===== src/hdl/bdq_pkg.sv =====
`default_nettype none
// ----------------------------------------------------------------------------
// bdq_pkg: shared types and constants of the bounded deque
// Opcodes, status codes, controller states and the command and status
// structures that pass between the controller and the datapath.
// ----------------------------------------------------------------------------
package bdq_pkg;

    localparam int DATA_W           = 32;
    localparam int OP_W             = 3;
    localparam int POS_W            = 5;
    localparam int DEFAULT_CAPACITY = 16;
    localparam int DUMP_LIMIT       = 16;

    typedef enum logic [OP_W-1:0] {
        OP_DUMP       = 3'd0,
        OP_PUSH_FRONT = 3'd1,
        OP_PUSH_BACK  = 3'd2,
        OP_INSERT     = 3'd3,
        OP_POP_FRONT  = 3'd4,
        OP_POP_BACK   = 3'd5
    } opcode_t;

    typedef enum logic [1:0] {
        ST_OK      = 2'd0,
        ST_EMPTY   = 2'd1,
        ST_FULL    = 2'd2,
        ST_INVALID = 2'd3
    } status_t;

    typedef enum logic [2:0] {
        S_IDLE,
        S_POP,
        S_DUMP,
        S_SH_RD,
        S_SH_WR,
        S_PLACE
    } state_t;

    typedef enum logic [2:0] {
        WR_NONE,
        WR_FRONT,
        WR_BACK,
        WR_SHIFT,
        WR_PLACE
    } wr_sel_t;

    typedef enum logic [2:0] {
        RD_NONE,
        RD_FRONT,
        RD_BACK,
        RD_DUMP_FIRST,
        RD_DUMP_NEXT,
        RD_SHIFT
    } rd_sel_t;

    typedef struct packed {
        wr_sel_t wr_sel;
        rd_sel_t rd_sel;
        logic    ld_shift;
        logic    emit;
        logic    emit_rdata;
        status_t emit_status;
        logic    emit_last;
    } ctrl_cmd_t;

    typedef struct packed {
        logic is_empty;
        logic is_full;
        logic pos_bad;
        logic pos_one;
        logic shift_done;
        logic dump_last;
        logic out_free;
    } dp_status_t;

endpackage
`default_nettype wire


===== src/hdl/bounded_deque_with_positional_insert.sv =====
`default_nettype none
// ----------------------------------------------------------------------------
// bounded_deque_with_positional_insert: double-ended queue with insert
// Holds up to CAPACITY signed 32-bit values, front first, and performs one
// operation per input transfer: dump, push front or back, insert at a
// one-based position, pop front or back.
//
// Input channel (in_valid / in_stall) carries opcode, value and position.
// Output channel (out_valid / out_stall) carries data_out, status and last;
// last marks the final result of an operation.
// Every push, failed operation and successful insert at position one gives
// its result in the cycle after the transfer, and a new item may follow in the
// next cycle. Pops read the memory first and then give the result. A dump
// reads its first value, then gives one value per cycle while the receiver
// does not stall, up to sixteen of them. An insert at position p into a list
// of n values moves n-p+1 values one at a time through the single memory
// port, each read in S_SH_RD and written in S_SH_WR, then places the value.
// Reset empties the list at once; the storage itself is not cleared.
// When the receiver stalls, the result register holds its transfer and the
// block stops taking input until that register can be reloaded.
// ----------------------------------------------------------------------------
module bounded_deque_with_positional_insert #(
    parameter int CAPACITY = bdq_pkg::DEFAULT_CAPACITY
) (
    input  wire logic                              clk,
    input  wire logic                              rst_n,
    input  wire logic                              in_valid,
    output logic                                   in_stall,
    input  wire logic [bdq_pkg::OP_W-1:0]          opcode,
    input  wire logic signed [bdq_pkg::DATA_W-1:0] value,
    input  wire logic [bdq_pkg::POS_W-1:0]         position,
    output logic                                   out_valid,
    input  wire logic                              out_stall,
    output logic signed [bdq_pkg::DATA_W-1:0]      data_out,
    output logic [1:0]                             status,
    output logic                                   last
);
    import bdq_pkg::*;

    ctrl_cmd_t         cmd;
    dp_status_t        sts;
    logic [DATA_W-1:0] data_out_raw;

    // The controller decides every step; the datapath only obeys commands.
    bdq_ctrl u_ctrl (
        .clk      (clk),
        .rst_n    (rst_n),
        .in_valid (in_valid),
        .opcode   (opcode),
        .sts      (sts),
        .cmd      (cmd),
        .in_stall (in_stall)
    );

    // Circular buffer, pointers and the result register.
    bdq_datapath #(
        .CAPACITY (CAPACITY)
    ) u_datapath (
        .clk       (clk),
        .rst_n     (rst_n),
        .cmd       (cmd),
        .value     (value),
        .position  (position),
        .out_stall (out_stall),
        .sts       (sts),
        .out_valid (out_valid),
        .data_out  (data_out_raw),
        .status    (status),
        .last      (last)
    );

    assign data_out = $signed(data_out_raw);

    // A result is loaded only when the result register is free to take it.
    assert property (@(posedge clk) disable iff (!rst_n) cmd.emit |-> sts.out_free)
        else $error("result loaded over a pending transfer");

    // The single memory port is never asked to read and write together.
    assert property (@(posedge clk) disable iff (!rst_n)
        !((cmd.wr_sel != WR_NONE) && (cmd.rd_sel != RD_NONE)))
        else $error("memory read and write issued in the same cycle");

    // After a result that is not the last of its operation, input stays closed.
    assert property (@(posedge clk) disable iff (!rst_n)
        (cmd.emit && !cmd.emit_last) |=> in_stall)
        else $error("input opened in the middle of a dump");

endmodule
`default_nettype wire


===== src/hdl/bdq_ctrl.sv =====
`default_nettype none
// ----------------------------------------------------------------------------
// bdq_ctrl: operation sequencer of the bounded deque
// Decodes each accepted item and steps the datapath through reads, shifts
// and result transfers.
// ----------------------------------------------------------------------------
module bdq_ctrl (
    input  wire logic                     clk,
    input  wire logic                     rst_n,
    input  wire logic                     in_valid,
    input  wire logic [bdq_pkg::OP_W-1:0] opcode,
    input  wire bdq_pkg::dp_status_t      sts,
    output bdq_pkg::ctrl_cmd_t            cmd,
    output logic                          in_stall
);
    import bdq_pkg::*;

    state_t state_reg;
    state_t state_next;
    logic   take;

    assign in_stall = !((state_reg == S_IDLE) && sts.out_free);
    assign take     = in_valid && !in_stall;

    always_ff @(posedge clk or negedge rst_n)
    begin
        if (!rst_n)
        begin
            state_reg <= S_IDLE;
        end
        else
        begin
            state_reg <= state_next;
        end
    end

    // Next state.
    always_comb
    begin
        state_next = state_reg;
        case (state_reg)
            S_IDLE:
            begin
                if (take)
                begin
                    case (opcode)
                        OP_DUMP:
                        begin
                            if (!sts.is_empty)
                            begin
                                state_next = S_DUMP;
                            end
                        end
                        OP_INSERT:
                        begin
                            if (!sts.pos_bad && !sts.is_full && !sts.pos_one)
                            begin
                                state_next = S_SH_RD;
                            end
                        end
                        OP_POP_FRONT, OP_POP_BACK:
                        begin
                            if (!sts.is_empty)
                            begin
                                state_next = S_POP;
                            end
                        end
                        default:
                        begin
                            state_next = S_IDLE;
                        end
                    endcase
                end
            end
            S_POP:
            begin
                if (sts.out_free)
                begin
                    state_next = S_IDLE;
                end
            end
            S_DUMP:
            begin
                if (sts.out_free && sts.dump_last)
                begin
                    state_next = S_IDLE;
                end
            end
            S_SH_RD:
            begin
                state_next = S_SH_WR;
            end
            S_SH_WR:
            begin
                state_next = sts.shift_done ? S_PLACE : S_SH_RD;
            end
            S_PLACE:
            begin
                if (sts.out_free)
                begin
                    state_next = S_IDLE;
                end
            end
            default:
            begin
                state_next = S_IDLE;
            end
        endcase
    end

    // Commands to the datapath.
    always_comb
    begin
        cmd             = '0;
        cmd.wr_sel      = WR_NONE;
        cmd.rd_sel      = RD_NONE;
        cmd.emit_status = ST_OK;
        case (state_reg)
            S_IDLE:
            begin
                if (take)
                begin
                    cmd.emit      = 1'b1;
                    cmd.emit_last = 1'b1;
                    case (opcode)
                        OP_DUMP:
                        begin
                            if (sts.is_empty)
                            begin
                                cmd.emit_status = ST_EMPTY;
                            end
                            else
                            begin
                                cmd.emit   = 1'b0;
                                cmd.rd_sel = RD_DUMP_FIRST;
                            end
                        end
                        OP_PUSH_FRONT:
                        begin
                            if (sts.is_full)
                            begin
                                cmd.emit_status = ST_FULL;
                            end
                            else
                            begin
                                cmd.wr_sel = WR_FRONT;
                            end
                        end
                        OP_PUSH_BACK:
                        begin
                            if (sts.is_full)
                            begin
                                cmd.emit_status = ST_FULL;
                            end
                            else
                            begin
                                cmd.wr_sel = WR_BACK;
                            end
                        end
                        OP_INSERT:
                        begin
                            if (sts.pos_bad)
                            begin
                                cmd.emit_status = ST_INVALID;
                            end
                            else if (sts.is_full)
                            begin
                                cmd.emit_status = ST_FULL;
                            end
                            else if (sts.pos_one)
                            begin
                                cmd.wr_sel = WR_FRONT;
                            end
                            else
                            begin
                                cmd.emit     = 1'b0;
                                cmd.ld_shift = 1'b1;
                            end
                        end
                        OP_POP_FRONT:
                        begin
                            if (sts.is_empty)
                            begin
                                cmd.emit_status = ST_EMPTY;
                            end
                            else
                            begin
                                cmd.emit   = 1'b0;
                                cmd.rd_sel = RD_FRONT;
                            end
                        end
                        OP_POP_BACK:
                        begin
                            if (sts.is_empty)
                            begin
                                cmd.emit_status = ST_EMPTY;
                            end
                            else
                            begin
                                cmd.emit   = 1'b0;
                                cmd.rd_sel = RD_BACK;
                            end
                        end
                        default:
                        begin
                            cmd.emit_status = ST_INVALID;
                        end
                    endcase
                end
            end
            S_POP:
            begin
                if (sts.out_free)
                begin
                    cmd.emit       = 1'b1;
                    cmd.emit_rdata = 1'b1;
                    cmd.emit_last  = 1'b1;
                end
            end
            S_DUMP:
            begin
                if (sts.out_free)
                begin
                    cmd.emit       = 1'b1;
                    cmd.emit_rdata = 1'b1;
                    cmd.emit_last  = sts.dump_last;
                    if (!sts.dump_last)
                    begin
                        cmd.rd_sel = RD_DUMP_NEXT;
                    end
                end
            end
            S_SH_RD:
            begin
                cmd.rd_sel = RD_SHIFT;
            end
            S_SH_WR:
            begin
                cmd.wr_sel = WR_SHIFT;
            end
            S_PLACE:
            begin
                if (sts.out_free)
                begin
                    cmd.wr_sel    = WR_PLACE;
                    cmd.emit      = 1'b1;
                    cmd.emit_last = 1'b1;
                end
            end
            default:
            begin
                cmd.emit = 1'b0;
            end
        endcase
    end

endmodule
`default_nettype wire


===== src/hdl/bdq_datapath.sv =====
`default_nettype none
// ----------------------------------------------------------------------------
// bdq_datapath: storage and result register of the bounded deque
// A circular buffer in a one-write, one-read memory with head pointer and
// fill count, a shift cursor and the registered result.
// ----------------------------------------------------------------------------
module bdq_datapath #(
    parameter int CAPACITY = bdq_pkg::DEFAULT_CAPACITY
) (
    input  wire logic                       clk,
    input  wire logic                       rst_n,
    input  wire bdq_pkg::ctrl_cmd_t         cmd,
    input  wire logic [bdq_pkg::DATA_W-1:0] value,
    input  wire logic [bdq_pkg::POS_W-1:0]  position,
    input  wire logic                       out_stall,
    output bdq_pkg::dp_status_t             sts,
    output logic                            out_valid,
    output logic [bdq_pkg::DATA_W-1:0]      data_out,
    output logic [1:0]                      status,
    output logic                            last
);
    import bdq_pkg::*;

    localparam int AW = $clog2(CAPACITY);
    localparam int CW = $clog2(CAPACITY + 1);
    localparam int PW = (CW > POS_W) ? CW : POS_W;

    logic [DATA_W-1:0] mem [CAPACITY];
    logic [DATA_W-1:0] rdata_reg;
    logic [DATA_W-1:0] value_reg;
    logic [AW-1:0]     head_reg;
    logic [AW-1:0]     head_next;
    logic [CW-1:0]     count_reg;
    logic [CW-1:0]     count_next;
    logic [CW-1:0]     k_reg;
    logic [CW-1:0]     k_next;
    logic [CW-1:0]     idx_reg;
    logic              out_valid_reg;
    logic [DATA_W-1:0] data_out_reg;
    logic [1:0]        status_reg;
    logic              last_reg;

    logic [CW-1:0]     rd_off;
    logic [CW-1:0]     wr_off;
    logic [CW:0]       rd_sum;
    logic [CW:0]       wr_sum;
    logic [CW:0]       rd_wrap;
    logic [CW:0]       wr_wrap;
    logic [AW-1:0]     rd_addr;
    logic [AW-1:0]     wr_addr;
    logic [DATA_W-1:0] wr_data;
    logic [PW-1:0]     pos_ext;
    logic [PW-1:0]     pos_m1;
    logic [CW-1:0]     dump_n;

    // Logical offset from the head for each access.
    always_comb
    begin
        case (cmd.rd_sel)
            RD_BACK:      rd_off = count_reg - CW'(1);
            RD_DUMP_NEXT: rd_off = k_reg + CW'(1);
            RD_SHIFT:     rd_off = k_reg - CW'(1);
            default:      rd_off = '0;
        endcase
        case (cmd.wr_sel)
            WR_FRONT: wr_off = CW'(CAPACITY - 1);
            WR_BACK:  wr_off = count_reg;
            WR_SHIFT: wr_off = k_reg;
            WR_PLACE: wr_off = idx_reg;
            default:  wr_off = '0;
        endcase
        case (cmd.wr_sel)
            WR_SHIFT: wr_data = rdata_reg;
            WR_PLACE: wr_data = value_reg;
            default:  wr_data = value;
        endcase
    end

    // Both sums stay below twice the capacity, so one subtraction wraps them.
    assign rd_sum  = (CW+1)'(head_reg) + (CW+1)'(rd_off);
    assign wr_sum  = (CW+1)'(head_reg) + (CW+1)'(wr_off);
    assign rd_wrap = (rd_sum >= (CW+1)'(CAPACITY)) ? rd_sum - (CW+1)'(CAPACITY) : rd_sum;
    assign wr_wrap = (wr_sum >= (CW+1)'(CAPACITY)) ? wr_sum - (CW+1)'(CAPACITY) : wr_sum;
    assign rd_addr = rd_wrap[AW-1:0];
    assign wr_addr = wr_wrap[AW-1:0];

    always_ff @(posedge clk)
    begin
        if (cmd.wr_sel != WR_NONE)
        begin
            mem[wr_addr] <= wr_data;
        end
    end

    always_ff @(posedge clk)
    begin
        if (cmd.rd_sel != RD_NONE)
        begin
            rdata_reg <= mem[rd_addr];
        end
    end

    // Pointer, count and cursor updates.
    always_comb
    begin
        head_next  = head_reg;
        count_next = count_reg;
        k_next     = k_reg;
        case (cmd.wr_sel)
            WR_FRONT:
            begin
                head_next  = wr_addr;
                count_next = count_reg + CW'(1);
            end
            WR_BACK, WR_PLACE:
            begin
                count_next = count_reg + CW'(1);
            end
            WR_SHIFT:
            begin
                k_next = k_reg - CW'(1);
            end
            default:
            begin
                count_next = count_reg;
            end
        endcase
        case (cmd.rd_sel)
            RD_FRONT:
            begin
                head_next  = (head_reg == AW'(CAPACITY - 1)) ? '0 : head_reg + AW'(1);
                count_next = count_reg - CW'(1);
            end
            RD_BACK:
            begin
                count_next = count_reg - CW'(1);
            end
            RD_DUMP_FIRST:
            begin
                k_next = '0;
            end
            RD_DUMP_NEXT:
            begin
                k_next = k_reg + CW'(1);
            end
            default:
            begin
                k_next = k_next;
            end
        endcase
        if (cmd.ld_shift)
        begin
            k_next = count_reg;
        end
    end

    assign pos_ext = PW'(position);
    assign pos_m1  = pos_ext - PW'(1);

    always_ff @(posedge clk or negedge rst_n)
    begin
        if (!rst_n)
        begin
            head_reg      <= '0;
            count_reg     <= '0;
            out_valid_reg <= 1'b0;
        end
        else
        begin
            head_reg  <= head_next;
            count_reg <= count_next;
            if (cmd.emit)
            begin
                out_valid_reg <= 1'b1;
            end
            else if (!out_stall)
            begin
                out_valid_reg <= 1'b0;
            end
        end
    end

    always_ff @(posedge clk)
    begin
        k_reg <= k_next;
        if (cmd.ld_shift)
        begin
            idx_reg   <= pos_m1[CW-1:0];
            value_reg <= value;
        end
        if (cmd.emit)
        begin
            data_out_reg <= cmd.emit_rdata ? rdata_reg : '0;
            status_reg   <= cmd.emit_status;
            last_reg     <= cmd.emit_last;
        end
    end

    always_comb
    begin
        if ((CAPACITY > DUMP_LIMIT) && (count_reg > CW'(DUMP_LIMIT)))
        begin
            dump_n = CW'(DUMP_LIMIT);
        end
        else
        begin
            dump_n = count_reg;
        end
    end

    assign sts.is_empty   = (count_reg == '0);
    assign sts.is_full    = (count_reg == CW'(CAPACITY));
    assign sts.pos_bad    = (position == '0) || (pos_ext > PW'(count_reg));
    assign sts.pos_one    = (position == POS_W'(1));
    assign sts.shift_done = ((k_reg - CW'(1)) == idx_reg);
    assign sts.dump_last  = ((k_reg + CW'(1)) == dump_n);
    assign sts.out_free   = !out_valid_reg || !out_stall;

    assign out_valid = out_valid_reg;
    assign data_out  = data_out_reg;
    assign status    = status_reg;
    assign last      = last_reg;

endmodule
`default_nettype wire


===== config.mk =====
export PLATFORM = sky130hd
export DESIGN_NAME = bounded_deque_with_positional_insert
export DESIGN_NICKNAME = d
export VERILOG_FILES = /design/src/hdl/bdq_pkg.sv /design/src/hdl/bounded_deque_with_positional_insert.sv /design/src/hdl/bdq_ctrl.sv /design/src/hdl/bdq_datapath.sv
export SDC_FILE = /design/constraint.sdc
export NUM_CORES = 1
export LEC_CHECK = 0
export ABC_AREA = 0
export BUFFER_PORTS_ARGS = -buffer_cell sky130_fd_sc_hd__buf_2
export CORE_MARGIN = 4
export CORE_UTILIZATION = 49
export CTS_CLUSTER_DIAMETER = 150
export DETAILED_ROUTE_END_ITERATION = 10
export GPL_TIMING_DRIVEN = 0
export PLACE_DENSITY = 0.63
export SKIP_LAST_GASP = 1
export SYNTH_ARGS = -nofsm -noshare
export SYNTH_HDL_FRONTEND = slang
export SYNTH_SLANG_ARGS = --single-unit

===== constraint.sdc =====
create_clock -name clk -period 9.9 [get_ports clk]
set_input_delay 1.98 -clock clk [delete_from_list [all_inputs] [get_ports clk]]
set_output_delay 1.98 -clock clk [all_outputs]
set_load 0.02 [all_outputs]

### After elaboration in Yosys (flattened, before gate mapping)

Memories as Yosys holds them, arrays and structs flattened. A register that Yosys moved wholly into a read port is not among the register bits.
Index checks and enable logic that the tools add are counted.

* memory bits (read-only): 0
* memories kept: 1
* RAM bits: 512
* latch bits: 0
* flip-flop bits (word level): 90
* word-level logic and storage cells: 146
* input bits: 44

* reductions and logical operators: 31
* muxes and demuxes: 60
* $lt $le $gt $ge: 3
* shifts and indexed selects: 0
* $mul: 0
* bitwise operators: 0
* div/mod/pow operators: 0
* equality and inequality tests: 31
* add/sub/neg operators: 10

Memories
* u_datapath.mem: words 16, width 32, read ports 1, clocked after memory_dff 1, wr ports 1, RTL line bdq_datapath.sv:28 `logic [DATA_W-1:0] mem [CAPACITY];`

Operators by type and width (number)
* $pmux W32 S2: 1
* $pmux W3 S3: 5
* $mux W3: 11
* $eq A3 B2 Y1 const B: 8
* $eq A3 B3 Y1 const B: 7
* $mux W4: 5
* $mux W5: 4
* $pmux W5 S4: 1
* $mux W2: 9
* $mux W1: 16
* $pmux W3 S5: 1
* $pmux W5 S3: 1
* $sub A5 B1 Y5 const B: 3
* $add A4 B5 Y6: 2
* $eq A3 B1 Y1 const B: 4
* $ge A6 B5 Y1 const B: 2
* $add A5 B1 Y5 const B: 2
* $eq A5 B5 Y1: 2
* $logic_not A5 Y1: 2
* $pmux W5 S2: 1
* $reduce_or A2 Y1: 5
* $ne A3 B3 Y1 const B: 3
* $mux W8: 1
* $ne A2 B1 Y1 const B: 4
* 19 further kinds: 35

### Logic depth before layout (Yosys ltp)

* depth in word-level cells: 14
* mapped depth: 18
* gate-level depth less buffers: 16

### Modules after synthesis

A second synthesis with hierarchy kept.

* cell total of the unflattened synthesis: 1348
* area total of the unflattened synthesis: 25793.5 um2

By module, submodules not included
* bdq_datapath: area each 25275.5 um2, cells an instance 1272, times used 1, sequential area each 18898.1 um2
* bdq_ctrl: area each 518.0 um2, cells an instance 76, times used 1, sequential area each 75.1 um2

### Least setup slack after synthesis

Ideal clock, no wire load.

* path kind: input to register
* start point: in position[4] (netlist bit)
* end point: mem u_datapath.mem[4][0] (enable)
* data required time: 9.398 ns
* arrival time: 7.429 ns
* path slack: 1.969 ns
* stages on the path: 15
* path through: ha_1 nand4_1 or2_2 nand2_1 nand3b_1 a211o_1 nand2_1 ha_1 a21o_1 a21oi_1 xnor2_1 xnor2_1 nand2b_1 clkbuf_1 nor4_1

* word-level cells in the longest chain between the ends: 12
* elaborated cells on any way between the ends: 22
* those cells by class: add/sub: 2; order compare: 2; eq/ne: 5; mux: 10; reduce/logical: 3

RTL lines
* from (decl): RTL line bounded_deque_with_positional_insert.sv:31 `input wire logic [bdq_pkg::POS_W-1:0] position,`
* branches (longest 3 deep; another with $gt A5 B5 Y1)
* $mux W3 *: RTL line bdq_ctrl.sv:162 `if (sts.pos_bad)`
* $pmux W3 S3 *: RTL line bdq_ctrl.sv:125 `case (opcode)`
* $mux W8 *: RTL line bdq_ctrl.sv:121 `if (take)`
* $pmux W3 S3 *: RTL line bdq_ctrl.sv:118 `case (state_reg)`
* $eq A3 B3 Y1 (tied with other cells): RTL line bdq_datapath.sv:65 `case (cmd.wr_sel)`
* $pmux W5 S4: RTL line bdq_datapath.sv:65
* $add A4 B5 Y6: RTL line bdq_datapath.sv:81 `assign wr_sum = (CW+1)'(head_reg) + (CW+1)'(wr_off);`
* $ge A6 B5 Y1 / $sub A4 B1 Y4 (equally long branches): RTL line bdq_datapath.sv:83 `assign wr_wrap = (wr_sum >= (CW+1)'(CAPACITY)) ? wr_sum - (CW+1)'(CAPACITY) : wr_sum;`
* $mux W4: RTL line bdq_datapath.sv:83
* to (decl): RTL line bdq_datapath.sv:28

Mark *: on every way between the ends.

### Worst setup path after layout

* start point: in out_stall
* end point: mem u_datapath.mem[12][13] (enable)

* word-level cells in the longest chain between the ends: 11
* elaborated cells on any way between the ends: 19
* those cells by class: add/sub: 2; order compare: 1; eq/ne: 4; mux: 7; reduce/logical: 5

RTL lines
* from (decl): RTL line bounded_deque_with_positional_insert.sv:33 `input wire logic out_stall,`
* $logic_not A1 Y1 *
* $logic_or A1 B1 Y1 *: RTL line bdq_datapath.sv:217 `assign sts.out_free = !out_valid_reg || !out_stall;`
* $logic_and A1 B1 Y1: RTL line bdq_ctrl.sv:22 `assign in_stall = !((state_reg == S_IDLE) && sts.out_free);`
* $logic_and A1 B1 Y1: RTL line bdq_ctrl.sv:23 `assign take = in_valid && !in_stall;`
* $mux W8: RTL line bdq_ctrl.sv:121
* $pmux W3 S3 *: RTL line bdq_ctrl.sv:118
* $eq A3 B3 Y1 (tied with other cells): RTL line bdq_datapath.sv:65
* $pmux W5 S4: RTL line bdq_datapath.sv:65
* $add A4 B5 Y6: RTL line bdq_datapath.sv:81
* $ge A6 B5 Y1 / $sub A4 B1 Y4 (equally long branches): RTL line bdq_datapath.sv:83
* $mux W4: RTL line bdq_datapath.sv:83

Mark *: on every way between the ends. The rest lies on a longest branch, timed or not.

==> impl_metrics.json <==
{
  "clockRootBuffer": "clkbuf_16",
  "fin_util_pct": 57.7,
  "drive_gt1_share_pct": 23.2,
  "cts_tree": "yes",
  "routed_via_density": 6.00,
  "routabilityCongestion": 0.870,
  "maxCapViolCount": 0,
  "htree_num_levels": 3,
  "grt_pass1_wl_um": 89600,
  "core.rowCount": 83,
  "hold_class": "reg2reg",
  "syn_nets": 1496,
  "fin_crit_sh_pct": 65.6,
  "r2r_slack_ns": 4.12,
  "wl_met1_um": 25100,
  "regMostFlops": "u_datapath.mem",
  "grt.total_usage_pct": 21.2,
  "pwr-share-comb_pct": 44.0,
  "reg2reg_to": "u_datapath.mem[12][13]$_DFFE_PP_",
  "tightest_slew_ns": 1.22,
  "dieArea_um2": 56200,
  "critPathSlowestCell": "nor4_2",
  "avgSynthCellArea_um2": 18.0,
  "hold_viol_final": 0,
  "startpoint": "out_stall",
  "cts_buffer_depth": 3,
  "synthCells": 1430,
  "worst_slack_ns": 3.41,
  "r2r-start": "u_datapath.count_reg[2]$_DFFE_PN0P_",
  "clk_latency_ns": 0.62,
  "cts_resized": 0,
  "drv_slew": 0,
  "dr_wl_met2_um": 28900,
  "die_x_um": 237,
  "ys_warn_count": 0,
  "max_clock_freq_mhz": 154,
  "cts.clk_slew.worst_paths_ns": 0.06,
  "maxSlewHeadroom_pct": 18.2,
  "p_clk_share_pct": 22.2,
  "wl_met3_um": 3690,
  "ys_types": 64,
  "synth_edf_count": 621,
  "vias": 14116,
  "grt_max_degree": 21,
  "area_growth_pct": 15.9,
  "largest_register_ffs": 512,
  "period_minus_slack_ns": 6.49,
  "crit_end": "u_datapath.mem[12][13]$_DFFE_PP_",
  "setup_viol": 0,
  "max_stage_delay_ns": 0.95,
  "overflow": 0,
  "internal_power_uw": 6680,
  "final-seq-area_um2": 19000,
  "finalClockSkew_ns": 0.0424,
  "synth_seq_cells": 634,
  "reg2reg_depth": 19,
  "ys.flop_type": "edfxtp_1",
  "syn_area_um2": 25700,
  "cp_common_cell": "buf_4",
  "worstSetupStartpointType": "input pin",
  "ys_seq_area_share_pct": 73.9,
  "p_switching_uw": 4060,
  "ios": 81,
  "postCtsSetupBuffers": 0,
  "core_um2": 51600,
  "fillers": 3832,
  "cp.required_ns": 10.22,
  "hpwlAfterDp_um": 40000,
  "post_drt_wl_per_cell_um": 25.2,
  "crit_type": "in2reg",
  "nNetsFinal": 1692,
  "routed_wl_um": 59300,
  "p_per_area_nw_per_um2": 360,
  "dieHeight_um": 237,
  "drt-pass1-iter-count": 5,
  "clkSinkCount": 634,
  "leakagePower_uw": 0.00987,
  "path_cells": "buf_2, a2111oi_2, nand3_1, nor4_1, a222oi_1, nand2_1, ha_1, a21o_1, a21oi_1, xnor2_1, xnor2_1, nand2_1, nor4_2, buf_4, buf_4, buf_4",
  "antenna_left": 0,
  "p_sw_share_pct": 37.8,
  "p_seq_share_pct": 33.8,
  "antenna_found_initial": 1,
  "drt_iter0_markers": 1376,
  "outcome": "finished, final reports clean",
  "worst_ir_drop_vdd_mv": 0.204,
  "cp_max_fo": 8,
  "portBuffers": 80,
  "drc": 0,
  "end_kind": "flip-flop",
  "numCtsBuffers": 67,
  "grt_pass1_vias": 14245,
  "async_flop_share_pct": 2.05,
  "rsz0062_at_grt": "no",
  "initial_core_util_pct": 49.8,
  "highest_layer": "met4",
  "multi_input_area_um2": 6450,
  "arrival_ns": 6.81,
  "cts_hold_buf": 0,
  "pre_cts_slack_ns": 2.88
}
## worst min-delay path by stage
stage	start	to	slack [ns]	cells past startpoint
after global routing	u_datapath.rdata_reg[27]$_DFFE_PP_	u_datapath.data_out[27]$_SDFFCE_PN0P_	0.59	1
after global placement	u_datapath.rdata_reg[30]$_DFFE_PP_	u_datapath.data_out[30]$_SDFFCE_PN0P_	0.53	1
after CTS	u_datapath.rdata_reg[27]$_DFFE_PP_	u_datapath.data_out[27]$_SDFFCE_PN0P_	0.56	1
after floorplan	u_datapath.rdata_reg[0]$_DFFE_PP_	u_datapath.data_out[0]$_SDFFCE_PN0P_	0.53	1
after detailed placement	u_datapath.rdata_reg[27]$_DFFE_PP_	u_datapath.data_out[27]$_SDFFCE_PN0P_	0.54	1
final	u_datapath.rdata_reg[0]$_DFFE_PP_	u_datapath.data_out[0]$_SDFFCE_PN0P_	0.56	1
## power groups by stage
stage	combinational (uW)	sequential, uW	clock, uW
final	4720	3630	2390
after CTS	4780	3630	2430
after global placement	4620	3710	0
after floorplan	3060	3750	0
after global routing	5100	3650	2550
after detailed placement	4770	3680	0
## cell type report
| type | count | area share (%) |
|---|---|---|
| Multi-Input combinational cell | 693 | 21.6 |
| Sequential cell | 634 | 63.7 |
| Timing Repair Buffer | 127 | 3.47 |
| Tap cell | 680 | 2.86 |
| Clock inverter | 34 | 1.12 |
| Buffer | 84 | 1.10 |
| Antenna cell | 1 | 0.00840 |
| Inverter | 19 | 0.239 |
| Clock buffer | 80 | 5.86 |
## critical path: cells and delay by family
kind                     cells  cell delay (ns)
AND/OR/NAND/NOR              5             2.35
buffers and inverters        4             0.82
XOR/XNOR                     2             0.36
AO/OA/AOI/OAI                4             1.05
adder cells (fa/ha/maj)      1             0.24
## cell usage after synthesis, drive strengths merged, types with 2 or more instances
cell type    n  area share (%)
mux4       128              11
xnor2       22            0.78
a21oi       15            0.29
o221ai       2           0.068
nor3b        3           0.088
a221oi       2            0.14
and3         3           0.073
a41oi        3            0.13
a21o         4            0.12
mux2         3            0.13
a31oi        4           0.097
xor2        12            0.44
nor2b        7            0.17
nand4       36            0.88
nand3      140             2.7
edfxtp     621              73
o31ai        2           0.058
nor2        34            0.50
nand2      100             1.5
nor3        23            0.49
o21ai       18            0.35
nor4         5            0.12
fa           2            0.16
a22oi       36             1.1
buf         13            0.24
a222oi       3            0.12
and2        33            0.80
clkbuf      71             1.0
o22ai        2           0.049
nand2b       7            0.17
dfrtp       13             1.3
ha          20            0.97
inv         18            0.26
## layout by cell type (no fill, tap or decap), types with 7 or more instances in the layout
cell type	count
a21oi_1	15
a22oi_1	36
and2_1	33
buf_2	91
buf_4	9
buf_6	23
clkbuf_1	83
clkbuf_16	68
clkinv_1	12
clkinv_2	13
dfrtp_1	13
edfxtp_1	621
ha_1	20
inv_1	18
mux4_2	128
nand2_1	100
nand2b_1	7
nand3_1	140
nand4_1	36
nor2_1	26
nor2_4	8
nor2b_1	7
nor3_1	14
nor3_2	8
o21ai_0	18
xnor2_1	21
xor2_1	11
## metal layers
metal / up-vias / global-route usage [%]
met5: - / 0
met4: 0 / 6.46
met3: 101 / 3.74
met2: 517 / 33.8
met1: 7326 / 30.3
li1: 6172 / -
## cell families (layout without fill, tap and decap cells)
logic type	count (synthesis)	count (layout)	synth area share (%)
other	0	1	0
XOR/XNOR	36	36	1.40
buffers and inverters	103	344	1.56
adder cells (fa/ha/maj)	22	22	1.13
AND/OR/NAND/NOR	399	399	7.74
AO/OA/AOI/OAI	104	104	2.93
multiplexers	132	132	11.4
flip-flops	634	634	73.9
## through the flow
step / total power (uW) / instances / area (um2) / hold slack (ns) / setup TNS, ns
2_1_floorplan: 6810 / 1430 / 25700 / 0.526 / 0
3_3_place_gp: 8320 / 2190 / 26900 / 0.533 / -153.13
3_5_place_dp: 8450 / 2237 / 27700 / 0.541 / 0
4_1_cts: 10800 / 2351 / 29800 / 0.558 / 0
5_1_grt: 11300 / 2351 / 29800 / 0.588 / 0
6_report: 10700 / 2352 / 29800 / 0.556 / 0
Note: power is estimated with default switching activity, not from simulation.
